## src/rtl/md5_pkg.sv

```systemverilog
// shared types, constants and round functions of the md5 digest block
package md5_pkg;

  localparam int QUEUE_DEPTH = 2;
  localparam int BLOCK_BITS  = 512;

  typedef struct packed {
    logic [7:0] data_byte;
    logic       no_byte;
    logic       last;
  } msg_t;

  typedef struct packed {
    logic [63:0] digest_high;
    logic [63:0] digest_low;
  } digest_t;

  // one 64-byte block handed from the front to the compression unit
  typedef struct packed {
    logic                  final_blk;
    logic [BLOCK_BITS-1:0] block;
  } job_t;

  localparam logic [31:0] INIT_A = 32'h67452301;
  localparam logic [31:0] INIT_B = 32'hefcdab89;
  localparam logic [31:0] INIT_C = 32'h98badcfe;
  localparam logic [31:0] INIT_D = 32'h10325476;

  localparam logic [7:0] PAD_BYTE = 8'h80;
  localparam logic [5:0] LEN_POS  = 6'd56;
  localparam logic [5:0] LAST_POS = 6'd63;

  localparam logic [31:0] ROUND_K [64] = '{
    32'hd76aa478, 32'he8c7b756, 32'h242070db, 32'hc1bdceee,
    32'hf57c0faf, 32'h4787c62a, 32'ha8304613, 32'hfd469501,
    32'h698098d8, 32'h8b44f7af, 32'hffff5bb1, 32'h895cd7be,
    32'h6b901122, 32'hfd987193, 32'ha679438e, 32'h49b40821,
    32'hf61e2562, 32'hc040b340, 32'h265e5a51, 32'he9b6c7aa,
    32'hd62f105d, 32'h02441453, 32'hd8a1e681, 32'he7d3fbc8,
    32'h21e1cde6, 32'hc33707d6, 32'hf4d50d87, 32'h455a14ed,
    32'ha9e3e905, 32'hfcefa3f8, 32'h676f02d9, 32'h8d2a4c8a,
    32'hfffa3942, 32'h8771f681, 32'h6d9d6122, 32'hfde5380c,
    32'ha4beea44, 32'h4bdecfa9, 32'hf6bb4b60, 32'hbebfbc70,
    32'h289b7ec6, 32'heaa127fa, 32'hd4ef3085, 32'h04881d05,
    32'hd9d4d039, 32'he6db99e5, 32'h1fa27cf8, 32'hc4ac5665,
    32'hf4292244, 32'h432aff97, 32'hab9423a7, 32'hfc93a039,
    32'h655b59c3, 32'h8f0ccc92, 32'hffeff47d, 32'h85845dd1,
    32'h6fa87e4f, 32'hfe2ce6e0, 32'ha3014314, 32'h4e0811a1,
    32'hf7537e82, 32'hbd3af235, 32'h2ad7d2bb, 32'heb86d391
  };

  localparam logic [4:0] ROT_AMT [16] = '{
    5'd7, 5'd12, 5'd17, 5'd22, 5'd5, 5'd9, 5'd14, 5'd20,
    5'd4, 5'd11, 5'd16, 5'd23, 5'd6, 5'd10, 5'd15, 5'd21
  };

  // message word used in a given round
  function automatic logic [3:0] word_index(logic [5:0] rnd);
    logic [3:0] r4;
    logic [3:0] idx;
    r4 = rnd[3:0];
    case (rnd[5:4])
      2'd0: idx = r4;
      2'd1: idx = (r4 << 2) + r4 + 4'd1;
      2'd2: idx = (r4 << 1) + r4 + 4'd5;
      default: idx = (r4 << 3) - r4;
    endcase
    return idx;
  endfunction

  // nonlinear mix of the four rounds groups
  function automatic logic [31:0] round_f(logic [1:0] stage, logic [31:0] b,
                                          logic [31:0] c, logic [31:0] d);
    logic [31:0] f;
    case (stage)
      2'd0: f = (b & c) | (~b & d);
      2'd1: f = (d & b) | (~d & c);
      2'd2: f = b ^ c ^ d;
      default: f = c ^ (b | ~d);
    endcase
    return f;
  endfunction

  function automatic logic [31:0] rol32(logic [31:0] x, logic [4:0] n);
    logic [63:0] t;
    t = {x, x} << n;
    return t[63:32];
  endfunction

endpackage

```

## src/rtl/md5_queue.sv

```systemverilog
// short block queue between the byte front and the compression unit
module md5_queue #(
  parameter int Depth = md5_pkg::QUEUE_DEPTH
) (
  input  logic          clk,
  input  logic          rst,
  input  logic          push,
  input  md5_pkg::job_t push_job,
  output logic          full,
  output logic          empty,
  input  logic          pop,
  output md5_pkg::job_t head_job
);
  import md5_pkg::*;

  localparam int PtrW = $clog2(Depth);
  localparam int CntW = $clog2(Depth + 1);

  job_t            slots [Depth];
  logic [PtrW-1:0] wr_ptr;
  logic [PtrW-1:0] rd_ptr;
  logic [CntW-1:0] count;

  assign full     = (count == CntW'(Depth));
  assign empty    = (count == '0);
  assign head_job = slots[rd_ptr];

  // slot storage
  always_ff @(posedge clk) begin
    if (push && !full) begin
      slots[wr_ptr] <= push_job;
    end
  end

  // pointers and fill level
  always_ff @(posedge clk) begin
    if (rst) begin
      wr_ptr <= '0;
      rd_ptr <= '0;
      count  <= '0;
    end else begin
      if (push && !full) begin
        wr_ptr <= (wr_ptr == PtrW'(Depth - 1)) ? '0 : wr_ptr + 1'b1;
      end
      if (pop && !empty) begin
        rd_ptr <= (rd_ptr == PtrW'(Depth - 1)) ? '0 : rd_ptr + 1'b1;
      end
      if ((push && !full) && !(pop && !empty)) begin
        count <= count + 1'b1;
      end else if (!(push && !full) && (pop && !empty)) begin
        count <= count - 1'b1;
      end
    end
  end

endmodule

```

## src/rtl/md5_front.sv

```systemverilog
// byte packer and padding generator feeding the block queue
module md5_front (
  input  logic          clk,
  input  logic          rst,
  input  logic          msg_valid,
  output logic          msg_ready,
  input  md5_pkg::msg_t msg,
  output logic          push,
  output md5_pkg::job_t push_job,
  input  logic          full
);
  import md5_pkg::*;

  localparam logic [1:0] ST_TAKE = 2'd0;
  localparam logic [1:0] ST_PAD  = 2'd1;
  localparam logic [1:0] ST_LEN  = 2'd2;

  logic [1:0]            state;
  logic [BLOCK_BITS-1:0] blk_buf;
  logic [60:0]           byte_count;

  logic [5:0]            pos;
  logic                  take;
  logic [BLOCK_BITS-1:0] filled;
  logic [BLOCK_BITS-1:0] padded;
  logic [63:0]           bit_len;
  logic                  fits_len;

  assign pos       = byte_count[5:0];
  assign take      = msg_valid && msg_ready;
  assign bit_len   = {byte_count, 3'b000};
  assign fits_len  = (pos < LEN_POS);
  assign msg_ready = (state == ST_TAKE) && !full;

  // buffer with the incoming byte dropped in place
  always_comb begin
    filled = blk_buf;
    filled[{pos, 3'b000} +: 8] = msg.data_byte;
  end

  // terminator, zero fill and, when it fits, the bit length
  always_comb begin
    padded = '0;
    for (int i = 0; i < 64; i++) begin
      if (6'(i) < pos) begin
        padded[i*8 +: 8] = blk_buf[i*8 +: 8];
      end else if (6'(i) == pos) begin
        padded[i*8 +: 8] = PAD_BYTE;
      end
    end
    if (fits_len) begin
      padded[BLOCK_BITS-64 +: 64] = bit_len;
    end
  end

  // block beats toward the queue
  always_comb begin
    push     = 1'b0;
    push_job = '{final_blk: 1'b0, block: filled};
    case (state)
      ST_TAKE: begin
        push = take && !msg.no_byte && (pos == LAST_POS);
      end
      ST_PAD: begin
        push     = !full;
        push_job = '{final_blk: fits_len, block: padded};
      end
      ST_LEN: begin
        push     = !full;
        push_job = '{final_blk: 1'b1, block: {bit_len, {(BLOCK_BITS-64){1'b0}}}};
      end
      default: begin
        push = 1'b0;
      end
    endcase
  end

  // byte buffer, count and message-end sequence
  always_ff @(posedge clk) begin
    if (state == ST_TAKE && take && !msg.no_byte) begin
      blk_buf <= filled;
    end
  end

  always_ff @(posedge clk) begin
    if (rst) begin
      state      <= ST_TAKE;
      byte_count <= '0;
    end else begin
      case (state)
        ST_TAKE: begin
          if (take) begin
            if (!msg.no_byte) begin
              byte_count <= byte_count + 1'b1;
            end
            if (msg.last) begin
              state <= ST_PAD;
            end
          end
        end
        ST_PAD: begin
          if (!full) begin
            if (fits_len) begin
              byte_count <= '0;
              state      <= ST_TAKE;
            end else begin
              state <= ST_LEN;
            end
          end
        end
        ST_LEN: begin
          if (!full) begin
            byte_count <= '0;
            state      <= ST_TAKE;
          end
        end
        default: begin
          state <= ST_TAKE;
        end
      endcase
    end
  end

endmodule

```

## src/rtl/md5_back.sv

```systemverilog
// md5 compression unit, one round per cycle, with the digest output register
module md5_back (
  input  logic             clk,
  input  logic             rst,
  input  logic             empty,
  input  md5_pkg::job_t    head_job,
  output logic             pop,
  output logic             digest_valid,
  input  logic             digest_ready,
  output md5_pkg::digest_t digest
);
  import md5_pkg::*;

  localparam logic [1:0] ST_IDLE  = 2'd0;
  localparam logic [1:0] ST_ROUND = 2'd1;
  localparam logic [1:0] ST_SUM   = 2'd2;

  logic [1:0]  state;
  logic [5:0]  rnd;
  logic [31:0] a, b, c, d;
  logic [31:0] ch_a, ch_b, ch_c, ch_d;

  logic [1:0]  stage;
  logic [31:0] f;
  logic [31:0] w;
  logic [31:0] mix;
  logic [31:0] b_next;
  logic [31:0] sum_a, sum_b, sum_c, sum_d;
  logic        out_free;

  // one round of the working state
  assign stage  = rnd[5:4];
  assign f      = round_f(stage, b, c, d);
  assign w      = head_job.block[{word_index(rnd), 5'b00000} +: 32];
  assign mix    = a + f + ROUND_K[rnd] + w;
  assign b_next = b + rol32(mix, ROT_AMT[{stage, rnd[1:0]}]);

  // chaining update after the last round
  assign sum_a    = ch_a + a;
  assign sum_b    = ch_b + b;
  assign sum_c    = ch_c + c;
  assign sum_d    = ch_d + d;
  assign out_free = !digest_valid || digest_ready;
  assign pop      = (state == ST_SUM) && (!head_job.final_blk || out_free);

  // working registers
  always_ff @(posedge clk) begin
    case (state)
      ST_IDLE: begin
        a <= ch_a;
        b <= ch_b;
        c <= ch_c;
        d <= ch_d;
      end
      ST_ROUND: begin
        a <= d;
        d <= c;
        c <= b;
        b <= b_next;
      end
      default: begin
        a <= a;
      end
    endcase
  end

  // digest payload
  always_ff @(posedge clk) begin
    if (pop && head_job.final_blk) begin
      digest <= '{digest_high: {sum_d, sum_c}, digest_low: {sum_b, sum_a}};
    end
  end

  // sequencer, chaining words and output valid
  always_ff @(posedge clk) begin
    if (rst) begin
      state        <= ST_IDLE;
      rnd          <= '0;
      ch_a         <= INIT_A;
      ch_b         <= INIT_B;
      ch_c         <= INIT_C;
      ch_d         <= INIT_D;
      digest_valid <= 1'b0;
    end else begin
      // output beat loaded by a finished message, dropped once taken
      if (pop && head_job.final_blk) begin
        digest_valid <= 1'b1;
      end else if (digest_ready) begin
        digest_valid <= 1'b0;
      end
      case (state)
        ST_IDLE: begin
          if (!empty) begin
            rnd   <= '0;
            state <= ST_ROUND;
          end
        end
        ST_ROUND: begin
          rnd <= rnd + 1'b1;
          if (rnd == LAST_POS) begin
            state <= ST_SUM;
          end
        end
        ST_SUM: begin
          if (pop) begin
            state <= ST_IDLE;
            if (head_job.final_blk) begin
              ch_a <= INIT_A;
              ch_b <= INIT_B;
              ch_c <= INIT_C;
              ch_d <= INIT_D;
            end else begin
              ch_a <= sum_a;
              ch_b <= sum_b;
              ch_c <= sum_c;
              ch_d <= sum_d;
            end
          end
        end
        default: begin
          state <= ST_IDLE;
        end
      endcase
    end
  end

endmodule

```

## src/rtl/md5_message_digest.sv

```systemverilog
// top level of the md5 digest block: byte front, block queue, compression unit
// Takes one message byte per beat on msg and returns the 128-bit md5 digest on
// digest after the beat marked last. The front accepts a byte every cycle while
// it is not padding and the block queue (QueueDepth blocks, two by default) has
// room; each 64-byte block then passes through the compression unit as one load
// step, 64 rounds at one round per cycle and one chaining-sum step, and the unit
// takes the next block from the queue only after that sum. After the last beat
// the front builds one padding block, or two when fewer than nine bytes are left
// in the block, and the digest is registered once the final block's chaining sum
// is done. The digest sits in an output register until taken; only a second
// digest waiting behind it stalls the compression unit.
module md5_message_digest #(
  parameter int QueueDepth = md5_pkg::QUEUE_DEPTH
) (
  input  logic             clk,
  input  logic             rst,
  input  logic             msg_valid,
  output logic             msg_ready,
  input  md5_pkg::msg_t    msg,
  output logic             digest_valid,
  input  logic             digest_ready,
  output md5_pkg::digest_t digest
);
  import md5_pkg::*;

  logic push;
  logic full;
  logic empty;
  logic pop;
  job_t push_job;
  job_t head_job;

  // byte packing and padding
  md5_front u_front (
    .clk      (clk),
    .rst      (rst),
    .msg_valid(msg_valid),
    .msg_ready(msg_ready),
    .msg      (msg),
    .push     (push),
    .push_job (push_job),
    .full     (full)
  );

  // block queue
  md5_queue #(
    .Depth(QueueDepth)
  ) u_queue (
    .clk     (clk),
    .rst     (rst),
    .push    (push),
    .push_job(push_job),
    .full    (full),
    .empty   (empty),
    .pop     (pop),
    .head_job(head_job)
  );

  // compression and digest output
  md5_back u_back (
    .clk         (clk),
    .rst         (rst),
    .empty       (empty),
    .head_job    (head_job),
    .pop         (pop),
    .digest_valid(digest_valid),
    .digest_ready(digest_ready),
    .digest      (digest)
  );

endmodule

```

## config.mk

```make
export PLATFORM = sky130hd
export DESIGN_NAME = md5_message_digest
export DESIGN_NICKNAME = d
export VERILOG_FILES = /design/src/rtl/md5_pkg.sv /design/src/rtl/md5_queue.sv /design/src/rtl/md5_front.sv /design/src/rtl/md5_back.sv /design/src/rtl/md5_message_digest.sv
export SDC_FILE = /design/constraint.sdc
export NUM_CORES = 2
export LEC_CHECK = 0
export BUFFER_PORTS_ARGS = -buffer_cell sky130_fd_sc_hd__clkbuf_2
export CORE_ASPECT_RATIO = 0.9
export CORE_MARGIN = 2
export CORE_UTILIZATION = 25
export DETAILED_ROUTE_END_ITERATION = 12
export GPL_TIMING_DRIVEN = 0
export SLEW_MARGIN = 20
export SYNTH_ARGS = -nofsm -noshare
export SYNTH_HDL_FRONTEND = slang
export SYNTH_SLANG_ARGS = --single-unit
```

## constraint.sdc

```tcl
create_clock -name clk -period 77.3 [get_ports clk]
set_input_delay 7.73 -clock clk [delete_from_list [all_inputs] [get_ports clk]]
set_output_delay 7.73 -clock clk [all_outputs]
set_load 0.01 [all_outputs]
```

==> flow_summary.ini <==
[die]
rows = 223
die_w_um = 681.1
die_area_um2 = 417800
start_util_pct = 25.14
ios = 144
design.core.area_um2 = 410400
fp.dieH_um = 613.4

[final_layout]
final_cells = 14720
drive_gt1_share_pct = 17.30
final_cell_area_um2 = 120800
fillers = 41900
area_growth_pct = 17.10
finalNetCount = 9298

[clock_tree]
cts_made_buffers = 209
cts_resized = 0
clk_pin_slew_ns = 0.07
clock_path_buffers = 4
cts_setup_buffers = 0
cts_tree = done
cts.sinks = 1999
clock_latency_ns = 1.01
postCtsHoldBufs = 0
cts_root_buffer = clkbuf_16
h-tree-depth = 4

[critical_path]
endpoint_kind = register
cp-start-kind = register
critPathKind = reg -> reg
cp.arrival_ns = 18.05
rrSetupSlack_ns = 59.87
max_stage_delay_ns = 0.96
cp_max_fo = 15
cp_slowest_cell = a21oi_1
required_ns = 77.92

[placement]
dp_slack_ns = 60.54
port_buffers = 135
dp_cells = 14290
place_area_um2 = 113800
gp_congestion = 1.040
hpwl_um = 336400

[global_route]
grt_pass1_wl_um = 604700
grt_use_total_pct = 20.48
grt.overflow.total = 0
antenna_found_initial = 57
use_met1_pct = 27.34
grt_max_degree = 95
gr-usage-met3_pct = 6.140
grt_use_met2_pct = 29.49
grt-busiest-layer = met2
grt_pass1_vias = 74360

[power]
pwr-share-comb_pct = 48.6
clock_power_share_pct = 22.4
p_seq_share_pct = 29.0
peakVddDrop_v = 0.00005081
switchingPower_w = 0.002002
power_leakage_nw = 43.19
p_int_w = 0.002657
powerDensity_nw_per_um2 = 38.56
switching_share_pct = 42.96

[timing]
rsz0062_at_grt = false
fmax_ghz = 0.05738
fin_tns_setup_ns = 0
slew_headroom_pct = 10.96
drv_slew = 0
skew_ns = 0.1485
tightestPinTransition_ns = 1.336
layout_min_cycle_time_ns = 17.43
timing.final.crit_share_pct = 22.55
setup_viol = 0
finalHoldViolations = 0
fin_ws_ns = 59.87

[worst_hold_path]
hp-class = reg -> reg

[yosys]
synth_edf_count = 1794
ys_types = 85
postSynthCellCount = 8447
ys_async_sr_fraction_pct = 0
synth_area_um2 = 103200
synth-seq-cells = 1999
synth_flop_cell = edfxtp_1
yosysSeqAreaShare_pct = 56.20
syn_nets = 8754
ys_warn_count = 0
synth.avg_cell_area_um2 = 12.21

[detailed_routing]
routedWlPerCell_um = 30.18
firstDrtPassIters = 8
drt_iter0_markers = 12510
drc = 0
vias = 80420
ant_nets = 0
vias_per_cell = 5.464
drt_wl_total_um = 444300

[flow_run]
maxCapViolCount = 0

[run_status]
status = completed
flip-flops by register name, summed over array words and instances, names as in the netlist, 6 cells and up, named ones only:
name,count
u_back.ch_d,32
u_front.blk_buf,512
u_back.ch_c,32
u_back.ch_b,32
u_back.rnd,6
u_queue.slots,1026
u_back.d,32
u_back.b,32
u_back.ch_a,32
u_back.c,32
u_back.a,32
u_front.byte_count,61
u_back.digest,128
layout make-up:
| class | instances | area, um2 | share of cell area [%] |
|---|---|---|---|
| diodes | 43 | 107.6 | 0.08907 |
| plain buffers | 486 | 1989 | 1.647 |
| clock buffers | 255 | 5504 | 4.556 |
| clock inverters | 130 | 1361 | 1.127 |
| inverters | 248 | 938.4 | 0.7768 |
| multi-input cells | 5714 | 42670 | 35.32 |
| flip-flops and latches | 1999 | 57980 | 47.99 |
| well taps | 5512 | 6897 | 5.709 |
| repair buffers | 333 | 3364 | 2.785 |
kinds of logic (layout without fill, tap and decap cells):
group | count (synthesis) | count (layout) | synth area share [%]
flip-flops | 1999 | 1999 | 56.20
AND/OR/NAND/NOR | 2339 | 2339 | 9.678
other | 0 | 43 | 0
multiplexers | 905 | 905 | 12.42
buffers and inverters | 734 | 1452 | 2.705
adder cells (fa/ha/maj) | 293 | 293 | 4.070
XOR/XNOR | 259 | 259 | 2.219
AO/OA/AOI/OAI | 1918 | 1918 | 12.71
per-layer routing:
metal	part of all wire, %	routed length (um)	vias up
met2	41	183900	5488
li1	-	-	33280
met4	6.5	28890	22
met1	40	176700	40550
met5	0.033	148	-
met3	12	54700	1084
critical path: cells and delay by family (launching register included):
| kind | cells | cell delay (ns) |
|---|---|---|
| XOR/XNOR | 1 | 0.35 |
| multiplexers | 5 | 1.28 |
| AO/OA/AOI/OAI | 17 | 6.69 |
| buffers and inverters | 10 | 4.33 |
| flip-flops | 1 | 0.81 |
| adder cells (fa/ha/maj) | 7 | 2.95 |
| AND/OR/NAND/NOR | 4 | 0.70 |
placed cells by master, fill, tap and decap left out, types with 42 or more instances in the layout:
cell / netlist / final
a211oi_1: 69 / 67
nor2_1: 627 / 599
a21oi_1: 409 / 400
o31ai_1: 46 / 45
clkbuf_2: 0 / 220
a22oi_1: 133 / 133
inv_1: 242 / 241
nand2_1: 1083 / 1083
fa_1: 71 / 71
nand3_1: 193 / 193
xor2_1: 106 / 106
a21o_1: 79 / 79
edfxtp_1: 1794 / 1794
a22o_1: 416 / 416
buf_16: 0 / 51
buf_1: 88 / 63
nor3_1: 151 / 144
ha_1: 222 / 222
and2_1: 48 / 47
a31oi_1: 64 / 60
o211ai_1: 42 / 42
clkbuf_16: 0 / 210
o21ai_0: 379 / 359
mux2i_1: 187 / 185
dfxtp_1: 205 / 205
diode_2: 0 / 43
xnor2_1: 151 / 150
buf_2: 13 / 104
mux2_2: 464 / 464
clkbuf_1: 382 / 340
mux4_2: 254 / 254
power groups by stage:
stage / Clock, W / Sequential (W) / Combinational [W]
2_1_floorplan: 0 / 0.00140 / 0.00147
3_3_place_gp: 0 / 0.00148 / 0.00214
3_5_place_dp: 0 / 0.00137 / 0.00217
4_1_cts: 0.00105 / 0.00135 / 0.00219
5_1_grt: 0.00109 / 0.00136 / 0.00242
6_report: 0.00104 / 0.00135 / 0.00226
stage by stage:
| stage | util, % | total power (W) | hold slack, ns |
|---|---|---|---|
| after CTS | 29.39 | 0.004582 | 0.4947 |
| after global placement | 26.98 | 0.003624 | 0.4793 |
| after detailed placement | 27.71 | 0.003542 | 0.4851 |
| after floorplan | - | 0.002865 | 0.4594 |
| after global routing | 29.42 | 0.004869 | 0.5071 |
| final | 29.43 | 0.004659 | 0.4946 |
path summary, 6_finish.rpt:
kind	startpoint	to	cells past startpoint
worst max-delay path	u_back.rnd[1]	u_back.b[31]	44
worst max register to register	u_back.rnd[1]	u_back.b[31]	44
worst min register to register	u_back.ch_d[28]	u_back.ch_d[28]	2
worst min-delay path	u_back.ch_d[28]	u_back.ch_d[28]	2
cell usage after synthesis, types with 20 or more instances:
cell type,n,area share (%)
a211oi_1,69,0.50
a21o_1,79,0.57
a21oi_1,409,2.0
a221o_1,20,0.19
a221oi_1,23,0.20
a22o_1,416,3.5
a22oi_1,133,0.97
a31oi_1,64,0.39
and2_1,48,0.29
and3_1,31,0.19
buf_1,88,0.32
clkbuf_1,382,1.4
dfxtp_1,205,4.0
edfxtp_1,1794,52
fa_1,71,1.4
ha_1,222,2.7
inv_1,242,0.88
mux2_2,464,5.1
mux2i_1,187,1.8
mux4_2,254,5.5
nand2_1,1083,3.9
nand2b_1,34,0.21
nand3_1,193,0.94
nand4_1,25,0.15
nor2_1,627,2.3
nor2b_1,39,0.24
nor3_1,151,0.73
o211ai_1,42,0.31
o21a_1,36,0.26
o21ai_0,379,1.8
o21bai_1,23,0.17
o22ai_1,31,0.19
o31ai_1,46,0.33
or2_2,20,0.12
or3_1,39,0.24
xnor2_1,151,1.3
xor2_1,106,0.90
Power figures use the tool's default switching activity.
